===== src/rtl/core/hpts_pkg.sv =====
// Shared types and constants for the heading PID thrust split block.
// Holds the configuration record, register indexes and datapath step codes.
// No dependencies.
package hpts_pkg;

  localparam int HEAD_W  = 15;
  localparam int DIFF_W  = 16;
  localparam int GAIN_W  = 16;
  localparam int LIM_W   = 24;
  localparam int MIX_W   = 25;
  localparam int THR_W   = 16;
  localparam int SPD_W   = 16;
  localparam int PADDR_W = 5;
  localparam int PDATA_W = 32;

  // Angles in 1/64 degree
  localparam logic signed [DIFF_W-1:0] HALF_TURN = 16'sd11520;
  localparam logic signed [DIFF_W-1:0] FULL_TURN = 16'sd23040;
  // 0.1 m/s in 1/1024 m/s, rounded down
  localparam logic [SPD_W-1:0] SPEED_THRESH = 16'd102;

  // Multiplier operand and product widths
  localparam int MUL_A_W = 17;
  localparam int MUL_B_W = 26;
  localparam int PROD_W  = MUL_A_W + MUL_B_W;
  localparam int ISUM_W  = 32;
  localparam int ACC_W   = 36;

  localparam logic signed [ACC_W-1:0] MIX_ONE = 36'sd8388608;
  localparam logic [MIX_W-1:0] AMIX_FULL = 25'd16777216;

  typedef enum logic [2:0] {
    REG_TARGET_HEADING = 3'd0,
    REG_PROP_GAIN      = 3'd1,
    REG_INTEG_GAIN     = 3'd2,
    REG_DERIV_GAIN     = 3'd3,
    REG_INTEG_LIMIT    = 3'd4,
    REG_MIX_BIAS       = 3'd5,
    REG_TOTAL_THRUST   = 3'd6
  } reg_idx_t;

  typedef struct packed {
    logic signed [HEAD_W-1:0] target_heading;
    logic [GAIN_W-1:0]        prop_gain;
    logic [GAIN_W-1:0]        integ_gain;
    logic [GAIN_W-1:0]        deriv_gain;
    logic [LIM_W-1:0]         integ_limit;
    logic signed [MIX_W-1:0]  mix_bias;
    logic [THR_W-1:0]         total_thrust;
  } cfg_t;

  typedef enum logic [3:0] {
    OP_NONE  = 4'd0,
    OP_DIFF  = 4'd1,
    OP_WRAP  = 4'd2,
    OP_MUL_I = 4'd3,
    OP_MUL_P = 4'd4,
    OP_MUL_D = 4'd5,
    OP_SUM_P = 4'd6,
    OP_SUM_I = 4'd7,
    OP_CLAMP = 4'd8,
    OP_MUL_L = 4'd9,
    OP_MUL_R = 4'd10
  } dp_op_t;

  typedef struct packed {
    logic   load_in;
    logic   load_out;
    dp_op_t op;
  } dp_cmd_t;

endpackage


===== src/rtl/core/hpts_cfg_regs.sv =====
// APB-style configuration registers for the heading PID thrust split block.
// Depends on hpts_pkg for the register record and register indexes.
module hpts_cfg_regs (
  input  logic                         clk,
  input  logic                         rst,
  input  logic                         psel,
  input  logic                         penable,
  input  logic                         pwrite,
  input  logic [hpts_pkg::PADDR_W-1:0] paddr,
  input  logic [hpts_pkg::PDATA_W-1:0] pwdata,
  output logic [hpts_pkg::PDATA_W-1:0] prdata,
  output logic                         pready,
  output hpts_pkg::cfg_t               cfg
);

  hpts_pkg::reg_idx_t idx;
  logic               wr_en;

  assign pready = 1'b1;
  assign idx    = hpts_pkg::reg_idx_t'(paddr[4:2]);
  assign wr_en  = psel & penable & pwrite;

  always_ff @(posedge clk) begin
    if (rst) begin
      cfg.target_heading <= 15'sd5760;
      cfg.prop_gain      <= 16'd583;
      cfg.integ_gain     <= 16'd0;
      cfg.deriv_gain     <= 16'd0;
      cfg.integ_limit    <= 24'd2097152;
      cfg.mix_bias       <= 25'sd0;
      cfg.total_thrust   <= 16'd4096;
    end else if (wr_en) begin
      unique case (idx)
        hpts_pkg::REG_TARGET_HEADING: cfg.target_heading <= pwdata[14:0];
        hpts_pkg::REG_PROP_GAIN:      cfg.prop_gain      <= pwdata[15:0];
        hpts_pkg::REG_INTEG_GAIN:     cfg.integ_gain     <= pwdata[15:0];
        hpts_pkg::REG_DERIV_GAIN:     cfg.deriv_gain     <= pwdata[15:0];
        hpts_pkg::REG_INTEG_LIMIT:    cfg.integ_limit    <= pwdata[23:0];
        hpts_pkg::REG_MIX_BIAS:       cfg.mix_bias       <= pwdata[24:0];
        hpts_pkg::REG_TOTAL_THRUST:   cfg.total_thrust   <= pwdata[15:0];
        default: ;
      endcase
    end
  end

  always_comb begin
    unique case (idx)
      hpts_pkg::REG_TARGET_HEADING: prdata = 32'(cfg.target_heading);
      hpts_pkg::REG_PROP_GAIN:      prdata = {16'd0, cfg.prop_gain};
      hpts_pkg::REG_INTEG_GAIN:     prdata = {16'd0, cfg.integ_gain};
      hpts_pkg::REG_DERIV_GAIN:     prdata = {16'd0, cfg.deriv_gain};
      hpts_pkg::REG_INTEG_LIMIT:    prdata = {8'd0, cfg.integ_limit};
      hpts_pkg::REG_MIX_BIAS:       prdata = 32'(cfg.mix_bias);
      hpts_pkg::REG_TOTAL_THRUST:   prdata = {16'd0, cfg.total_thrust};
      default:                      prdata = '0;
    endcase
  end

endmodule


===== src/rtl/core/hpts_ctrl.sv =====
// Sequencer for the heading PID thrust split block: handshakes and step order.
// Depends on hpts_pkg for the datapath command record and step codes.
module hpts_ctrl (
  input  logic              clk,
  input  logic              rst,
  input  logic              in_valid,
  output logic              in_ready,
  output logic              out_valid,
  input  logic              out_ready,
  output hpts_pkg::dp_cmd_t cmd
);

  typedef enum logic [1:0] {
    S_IDLE,
    S_RUN,
    S_WAIT
  } state_t;

  state_t           state;
  hpts_pkg::dp_op_t op;
  hpts_pkg::dp_op_t op_next;
  logic             load_in;
  logic             load_out;

  assign load_in  = in_valid & in_ready;
  assign load_out = (state == S_WAIT) & (~out_valid | out_ready);

  assign cmd = {load_in, load_out, op};

  always_comb begin
    unique case (op)
      hpts_pkg::OP_DIFF:  op_next = hpts_pkg::OP_WRAP;
      hpts_pkg::OP_WRAP:  op_next = hpts_pkg::OP_MUL_I;
      hpts_pkg::OP_MUL_I: op_next = hpts_pkg::OP_MUL_P;
      hpts_pkg::OP_MUL_P: op_next = hpts_pkg::OP_MUL_D;
      hpts_pkg::OP_MUL_D: op_next = hpts_pkg::OP_SUM_P;
      hpts_pkg::OP_SUM_P: op_next = hpts_pkg::OP_SUM_I;
      hpts_pkg::OP_SUM_I: op_next = hpts_pkg::OP_CLAMP;
      hpts_pkg::OP_CLAMP: op_next = hpts_pkg::OP_MUL_L;
      hpts_pkg::OP_MUL_L: op_next = hpts_pkg::OP_MUL_R;
      default:            op_next = hpts_pkg::OP_NONE;
    endcase
  end

  always_ff @(posedge clk) begin
    if (rst) begin
      state     <= S_IDLE;
      op        <= hpts_pkg::OP_NONE;
      in_ready  <= 1'b1;
      out_valid <= 1'b0;
    end else begin
      if (out_valid && out_ready && !load_out) begin
        out_valid <= 1'b0;
      end
      unique case (state)
        S_IDLE: begin
          if (load_in) begin
            state    <= S_RUN;
            op       <= hpts_pkg::OP_DIFF;
            in_ready <= 1'b0;
          end
        end
        S_RUN: begin
          op <= op_next;
          if (op == hpts_pkg::OP_MUL_R) begin
            state <= S_WAIT;
          end
        end
        S_WAIT: begin
          // hold the finished request until the output register frees up
          if (load_out) begin
            out_valid <= 1'b1;
            in_ready  <= 1'b1;
            state     <= S_IDLE;
          end
        end
        default: state <= S_IDLE;
      endcase
    end
  end

endmodule


===== src/rtl/core/hpts_datapath.sv =====
// Datapath of the heading PID thrust split block: heading wrap, PID state,
// one shared 17x26 multiplier, mix clamp and thrust split. Depends on hpts_pkg.
module hpts_datapath (
  input  logic                               clk,
  input  logic                               rst,
  input  hpts_pkg::dp_cmd_t                  cmd,
  input  hpts_pkg::cfg_t                     cfg,
  input  logic signed [hpts_pkg::HEAD_W-1:0] velocity_heading,
  input  logic signed [hpts_pkg::HEAD_W-1:0] body_heading,
  input  logic [hpts_pkg::SPD_W-1:0]         horiz_speed,
  output logic [hpts_pkg::THR_W-1:0]         left_thrust,
  output logic [hpts_pkg::THR_W-1:0]         right_thrust,
  output logic signed [hpts_pkg::HEAD_W-1:0] heading_error,
  output logic                               mix_saturated
);

  localparam int HW = hpts_pkg::HEAD_W;
  localparam int DW = hpts_pkg::DIFF_W;
  localparam int AW = hpts_pkg::MUL_A_W;
  localparam int BW = hpts_pkg::MUL_B_W;
  localparam int PW = hpts_pkg::PROD_W;
  localparam int IW = hpts_pkg::ISUM_W;
  localparam int XW = hpts_pkg::ACC_W;
  localparam int MW = hpts_pkg::MIX_W;

  // PID state
  logic signed [HW-1:0] last_error;
  logic signed [MW-1:0] integ_accum;

  // working registers
  logic signed [HW-1:0] meas;
  logic signed [DW-1:0] diff;
  logic signed [HW-1:0] err;
  logic signed [DW-1:0] chg;
  logic signed [IW-1:0] integ_sum;
  logic signed [XW-1:0] mix;
  logic [MW-1:0]        amix;
  logic                 sat;
  logic signed [PW-1:0] prod;
  logic [hpts_pkg::THR_W-1:0] left_val;

  logic signed [DW-1:0] tgt;
  logic signed [DW-1:0] tgt_wrapped;
  logic signed [DW-1:0] diff_wrapped;
  logic signed [AW-1:0] mul_a;
  logic signed [BW-1:0] mul_b;
  logic signed [PW-1:0] mul_p;
  logic signed [PW-1:0] prod_rnd;
  logic signed [IW-1:0] lim;
  logic signed [XW-1:0] mix_off;

  assign tgt = DW'(cfg.target_heading);

  always_comb begin
    priority if (tgt < -hpts_pkg::HALF_TURN) begin
      tgt_wrapped = tgt + hpts_pkg::FULL_TURN;
    end else if (tgt >= hpts_pkg::HALF_TURN) begin
      tgt_wrapped = tgt - hpts_pkg::FULL_TURN;
    end else begin
      tgt_wrapped = tgt;
    end
  end

  always_comb begin
    priority if (diff < -hpts_pkg::HALF_TURN) begin
      diff_wrapped = diff + hpts_pkg::FULL_TURN;
    end else if (diff >= hpts_pkg::HALF_TURN) begin
      diff_wrapped = diff - hpts_pkg::FULL_TURN;
    end else begin
      diff_wrapped = diff;
    end
  end

  // operand select for the shared multiplier
  always_comb begin
    unique case (cmd.op)
      hpts_pkg::OP_MUL_I: begin
        mul_a = AW'(err);
        mul_b = BW'({1'b0, cfg.integ_gain});
      end
      hpts_pkg::OP_MUL_P: begin
        mul_a = AW'(err);
        mul_b = BW'({1'b0, cfg.prop_gain});
      end
      hpts_pkg::OP_MUL_D: begin
        mul_a = AW'(chg);
        mul_b = BW'({1'b0, cfg.deriv_gain});
      end
      hpts_pkg::OP_MUL_L: begin
        mul_a = AW'({1'b0, cfg.total_thrust});
        mul_b = BW'({1'b0, amix});
      end
      hpts_pkg::OP_MUL_R: begin
        mul_a = AW'({1'b0, cfg.total_thrust});
        mul_b = BW'({1'b0, hpts_pkg::AMIX_FULL - amix});
      end
      default: begin
        mul_a = '0;
        mul_b = '0;
      end
    endcase
  end

  assign mul_p    = PW'(mul_a) * PW'(mul_b);
  assign prod_rnd = prod + PW'(hpts_pkg::MIX_ONE);
  assign lim      = IW'({1'b0, cfg.integ_limit});
  assign mix_off  = mix + hpts_pkg::MIX_ONE;

  always_ff @(posedge clk) begin
    if (rst) begin
      last_error  <= '0;
      integ_accum <= '0;
    end else begin
      unique case (cmd.op)
        hpts_pkg::OP_MUL_D: begin
          priority if (integ_sum > lim) begin
            integ_accum <= MW'(lim);
          end else if (integ_sum < -lim) begin
            integ_accum <= MW'(-lim);
          end else begin
            integ_accum <= MW'(integ_sum);
          end
        end
        hpts_pkg::OP_SUM_P: last_error <= err;
        default: ;
      endcase
    end
  end

  always_ff @(posedge clk) begin
    if (cmd.load_in) begin
      meas <= (horiz_speed > hpts_pkg::SPEED_THRESH) ? velocity_heading : body_heading;
    end
    unique case (cmd.op)
      hpts_pkg::OP_DIFF: diff <= DW'(meas) - tgt_wrapped;
      hpts_pkg::OP_WRAP: err <= HW'(diff_wrapped);
      hpts_pkg::OP_MUL_I: begin
        prod <= mul_p;
        chg  <= DW'(err) - DW'(last_error);
      end
      hpts_pkg::OP_MUL_P: begin
        integ_sum <= IW'(integ_accum) + IW'(prod);
        prod      <= mul_p;
      end
      hpts_pkg::OP_MUL_D: begin
        mix  <= XW'(prod) + XW'(cfg.mix_bias);
        prod <= mul_p;
      end
      hpts_pkg::OP_SUM_P: mix <= mix + XW'(prod);
      hpts_pkg::OP_SUM_I: mix <= mix + XW'(integ_accum);
      hpts_pkg::OP_CLAMP: begin
        priority if (mix > hpts_pkg::MIX_ONE) begin
          amix <= hpts_pkg::AMIX_FULL;
          sat  <= 1'b1;
        end else if (mix < -hpts_pkg::MIX_ONE) begin
          amix <= '0;
          sat  <= 1'b1;
        end else begin
          amix <= mix_off[MW-1:0];
          sat  <= 1'b0;
        end
      end
      hpts_pkg::OP_MUL_L: prod <= mul_p;
      hpts_pkg::OP_MUL_R: begin
        left_val <= prod_rnd[39:24];
        prod     <= mul_p;
      end
      default: ;
    endcase
    if (cmd.load_out) begin
      left_thrust   <= left_val;
      right_thrust  <= prod_rnd[39:24];
      heading_error <= err;
      mix_saturated <= sat;
    end
  end

endmodule


===== src/rtl/core/heading_pid_thrust_split.sv =====
// Top level of the heading PID thrust split block.
// Depends on hpts_pkg, hpts_cfg_regs, hpts_ctrl and hpts_datapath.

// Heading-hold PID with a left/right thrust split. One request carries the
// velocity heading, body heading and horizontal speed; one result comes back
// with both thruster commands, the wrapped heading error and a saturation flag.
// A request runs through ten steps from acceptance to a valid result, and a new
// request is taken in the cycle after the result is loaded; the ten steps share
// a single 17x26 multiplier. The finished result sits in an output register,
// so the next request may be accepted while it waits; a stalled output only
// holds the block once a second result is ready. Configuration registers sit on
// an APB-style port at byte addresses 4*index and must be written while idle.
module heading_pid_thrust_split (
  input  logic                               clk,
  input  logic                               rst,
  input  logic                               psel,
  input  logic                               penable,
  input  logic                               pwrite,
  input  logic [hpts_pkg::PADDR_W-1:0]       paddr,
  input  logic [hpts_pkg::PDATA_W-1:0]       pwdata,
  output logic [hpts_pkg::PDATA_W-1:0]       prdata,
  output logic                               pready,
  input  logic                               in_valid,
  output logic                               in_ready,
  input  logic signed [hpts_pkg::HEAD_W-1:0] velocity_heading,
  input  logic signed [hpts_pkg::HEAD_W-1:0] body_heading,
  input  logic [hpts_pkg::SPD_W-1:0]         horiz_speed,
  output logic                               out_valid,
  input  logic                               out_ready,
  output logic [hpts_pkg::THR_W-1:0]         left_thrust,
  output logic [hpts_pkg::THR_W-1:0]         right_thrust,
  output logic signed [hpts_pkg::HEAD_W-1:0] heading_error,
  output logic                               mix_saturated
);

  hpts_pkg::cfg_t    cfg;
  hpts_pkg::dp_cmd_t cmd;

  hpts_cfg_regs u_cfg (
    .clk     (clk),
    .rst     (rst),
    .psel    (psel),
    .penable (penable),
    .pwrite  (pwrite),
    .paddr   (paddr),
    .pwdata  (pwdata),
    .prdata  (prdata),
    .pready  (pready),
    .cfg     (cfg)
  );

  hpts_ctrl u_ctrl (
    .clk       (clk),
    .rst       (rst),
    .in_valid  (in_valid),
    .in_ready  (in_ready),
    .out_valid (out_valid),
    .out_ready (out_ready),
    .cmd       (cmd)
  );

  hpts_datapath u_dp (
    .clk              (clk),
    .rst              (rst),
    .cmd              (cmd),
    .cfg              (cfg),
    .velocity_heading (velocity_heading),
    .body_heading     (body_heading),
    .horiz_speed      (horiz_speed),
    .left_thrust      (left_thrust),
    .right_thrust     (right_thrust),
    .heading_error    (heading_error),
    .mix_saturated    (mix_saturated)
  );

endmodule

===== config.mk =====
export PLATFORM = sky130hd
export DESIGN_NAME = heading_pid_thrust_split
export DESIGN_NICKNAME = d
export VERILOG_FILES = /design/src/rtl/core/hpts_pkg.sv /design/src/rtl/core/hpts_cfg_regs.sv /design/src/rtl/core/hpts_ctrl.sv /design/src/rtl/core/hpts_datapath.sv /design/src/rtl/core/heading_pid_thrust_split.sv
export SDC_FILE = /design/constraint.sdc
export NUM_CORES = 2
export LEC_CHECK = 0
export ABC_AREA = 1
export BUFFER_PORTS_ARGS = -buffer_cell sky130_fd_sc_hd__buf_4
export CAP_MARGIN = 20
export CORE_MARGIN = 1
export CORE_UTILIZATION = 45
export DETAILED_ROUTE_END_ITERATION = 16
export PLACE_DENSITY = 0.61
export SETUP_SLACK_MARGIN = 0.15
export SLEW_MARGIN = 15
export SYNTH_ARGS = -nofsm -noshare
export SYNTH_HDL_FRONTEND = slang
export SYNTH_SLANG_ARGS = --single-unit

===== constraint.sdc =====
create_clock -name clk -period 11.9 [get_ports clk]
set_input_delay 2.38 -clock clk [delete_from_list [all_inputs] [get_ports clk]]
set_output_delay 2.38 -clock clk [all_outputs]
set_load 0.1 [all_outputs]

==> impl_results.md <==
* Status: completed
* Hold WC Path Type: flip-flop to flip-flop
* Net load switching power at 0.916 mW
* Met3 Wirelength at 9600 µm
* CTS tree: yes
* Initial antenna violation count at 1
* Vias in the first global route at ~36000
* Internal Power at 2.72 mW
* Critical path's largest stage delay at roughly 720 ps
* Sequential fraction of the synthesis area at 27.0%
* Via density per instance at ~5.4
* CP dominant cell by count: inv_1
* Sequential fraction of design power at 45.3%
* Syn-to-layout area delta at 10.3%
* Worst Skew at 33.8 ps
* Antenna diode count at 0
* Iteration count of the initial detailed-routing pass at 6
* Sw Ratio at 25.2%
* Clock Latency Late Sink at around 650 ps
* Clock sink count at 440
* Setup Total Neg Slack at 0 ps
* DP HPWL at 115000 µm
* Met1 WL at between 60000 and 70000 µm
* Prevailing post-synth register cell: edfxtp_1
* Critical path fanouts, max at 25
* DRT iter0 DRCs at ~3000
* Wire per inst at 21.1 µm
* Clk pwr share at roughly 47%
* CP endpoint kind: flip-flop
* Share of post-route cells with drive strength above 1 at 7.79%
* Peak VDD IR at 120 µV
* Worst-Margin Slew at between 900 and 1000 ps
* Final Hold Fails at 0
* Most common cell after layout, fill and taps aside: nand2_1
* CORE AREA at 93200 µm²
* I/O pin count at 173
* RSZ-0062 raised after global routing: false
* Final period util at 77.2%
* Worst EP arrival at between 9000 and 10000 ps
* Cells after Synth at 5369
* Combinational power share at 7.3%
* Most frequent cells in the layout: nand2_1, inv_1, nor2_1, o21ai_0, a21oi_1
* Total chip power at 3.64 mW
* Htree depth at 2
* Post-CTS Resized at 0
* Yosys reg bits at 440
* Final Wtd Congestion at slightly above 1
* Min Clock Period, post-route at 9180 ps
* Clock Tree Buf Depth at 3
* Routed Antenna Nets at 0
* Global route overflow at 0
* Worst EP required at 12280 ps
* First-pass GRT wire length at ~220000 µm
* Crit-path slowest cell: nor2_4
* Total CTS buffers at 51
* Leakage at 22.3 nW
* IO Port Bufs at 162
* WL final at approximately 140000 µm
* # rows at about 110
* Post-CTS Setup Repair Bufs at 0
* Final nets at 6259
* Synth warnings at 0
* Pin count of the biggest net entering global routing at 128
* Setup Viol. Count Final at 0
* Die area at 95200 µm²
* Fraction of registers with async set/reset at 0%
* Clock slew at reported path FFs at 70 ps
* Cts hold-fix bufs at 0
* Die H at 308 µm
* Cell variety after synth at ~70
* Post-synth EDFFs at 260
* Initial Utilization at 45.4%
* All-Layer GR Usage at 30.3%
* Pwr Density at 78.0 nW/µm²
* Clk Tree Root Cell: clkbuf_16
* Top Metal Used: met4
* Die X at 308 µm
* Type of the worst setup path: flip-flop to flip-flop
* Slew Viols, Final at 0
* Mean Syn Cell Area at 7.87 µm²
* Relative slew margins at approximately 33%
* F_max at 0.109 GHz
* Synth Net Count at roughly 6100
* Crit path launch type: flip-flop
* Number of max-cap violations at 0
* Drt drc at 0
* WL met2 at 65600 µm
* Synthesized cell area at 42300 µm²
* Via Count at 36900
-- area by class of cell --
cell class | instances | area (µm²)
Clock buffer | 66 | 1490
Fill cell | 9245 | 46600
Multi-Input combinational cell | 3785 | 26400
Clock inverter | 30 | 365
Timing Repair Buffer | 208 | 1590
Sequential cell | 440 | 11400
Inverter | 1007 | 3790
Tap cell | 1254 | 1570
-- synthesized netlist by cell type, drive strengths merged (27+ instances only) --
cell type / n / area, µm²
o22ai: 37 / 231
nor3: 47 / 279
nand3: 164 / 841
buf: 60 / 389
xnor2: 35 / 307
nand2: 991 / 3760
fa: 349 / 6990
o21ai: 397 / 2020
nor2: 648 / 2530
clkbuf: 77 / 289
nand4: 43 / 269
a21oi: 361 / 1810
a221oi: 45 / 537
a31oi: 27 / 169
edfxtp: 260 / 7810
ha: 327 / 4090
dfxtp: 180 / 3600
xor2: 117 / 1020
inv: 1000 / 3760
-- metrics by stage --
stage	setup WS, ps	std cells	hold slack (ps)	cell area, µm²	util [%]
floorplan	4940	5369	400	42300	-
global placement	2830	6692	402	44700	48.0
detailed placement	2810	6692	405	44700	48.0
CTS	2790	6788	412	46600	50.0
global route	2280	6790	428	46600	50.0
finish	2720	6790	410	46600	50.0
-- layer usage --
layer  up-vias  global-route usage (%)
li1      17600                       -
met1     17700                    40.4
met2      1329                    49.4
met3       274                    3.56
met4         0                    13.4
met5         -                       0
-- sequential cells by signal (all words and copies together), names as in the netlist, 2 cells and up --
| register | count |
|---|---|
| u_dp.meas | 15 |
| u_dp.right_thrust | 16 |
| u_dp.diff | 16 |
| u_dp.left_val | 16 |
| u_ctrl.state | 2 |
| u_cfg.cfg | 128 |
| u_dp.heading_error | 15 |
| u_ctrl.op_next | 4 |
| u_ctrl.op | 4 |
| u_dp.amix | 25 |
| u_dp.left_thrust | 16 |
| u_dp.integ_accum | 25 |
| u_dp.mix | 36 |
| u_dp.err | 15 |
| u_dp.integ_sum | 32 |
| u_dp.prod | 40 |
| u_dp.chg | 16 |
| u_dp.last_error | 15 |
-- worst max-delay path, delay by kind of cell (launching register included) --
family | cells | cell delay, ps
AOI/OAI and AO/OA | 3 | 800
xor gates and xnor gates | 1 | 90
adders and majority gates | 7 | 3510
buffers and inverters | 9 | 1430
DFF | 1 | 410
and+or+nand+nor | 10 | 2620
-- kinds of logic (layout without fill, tap and decap cells) --
kind of cell / after synthesis / in the layout / share of synthesized area, %
XOR/XNOR: 152 / 152 / 3.15
multiplexers: 15 / 15 / 0.400
other: 1 / 1 / 0.00887
flip-flops: 440 / 440 / 27.0
AND/OR/NAND/NOR: 1950 / 1950 / 19.0
buffers and inverters: 1144 / 1311 / 10.6
adder cells (fa/ha/maj): 676 / 676 / 26.2
AO/OA/AOI/OAI: 991 / 991 / 13.6
-- final timing paths --
check | start | to | slack (ps) | cells past startpoint
setup / recovery | u_ctrl.op[1]$_SDFFE_PP0P_ | u_dp.prod[27]$_DFFE_PP_ | 2720 | 30
hold / removal | u_dp.left_val[1]$_DFFE_PN_ | u_dp.left_thrust[1]$_DFFE_PP_ | 410 | 0
setup reg to reg | u_ctrl.op[1]$_SDFFE_PP0P_ | u_dp.prod[27]$_DFFE_PP_ | 2720 | 30
hold reg to reg | u_dp.left_val[1]$_DFFE_PN_ | u_dp.left_thrust[1]$_DFFE_PP_ | 410 | 0
-- power groups by stage --
| stage | Clock, mW | Sequential [mW] | Combinational (mW) |
|---|---|---|---|
| 2_1_floorplan | 0 | 1.67 | 0.169 |
| 4_1_cts | 1.74 | 1.65 | 0.264 |
| 5_1_grt | 1.80 | 1.65 | 0.294 |
| 6_report | 1.72 | 1.65 | 0.267 |
| 3_3_place_gp | 0 | 1.68 | 0.260 |
| 3_5_place_dp | 0 | 1.68 | 0.261 |
Power figures use the tool's default switching activity.
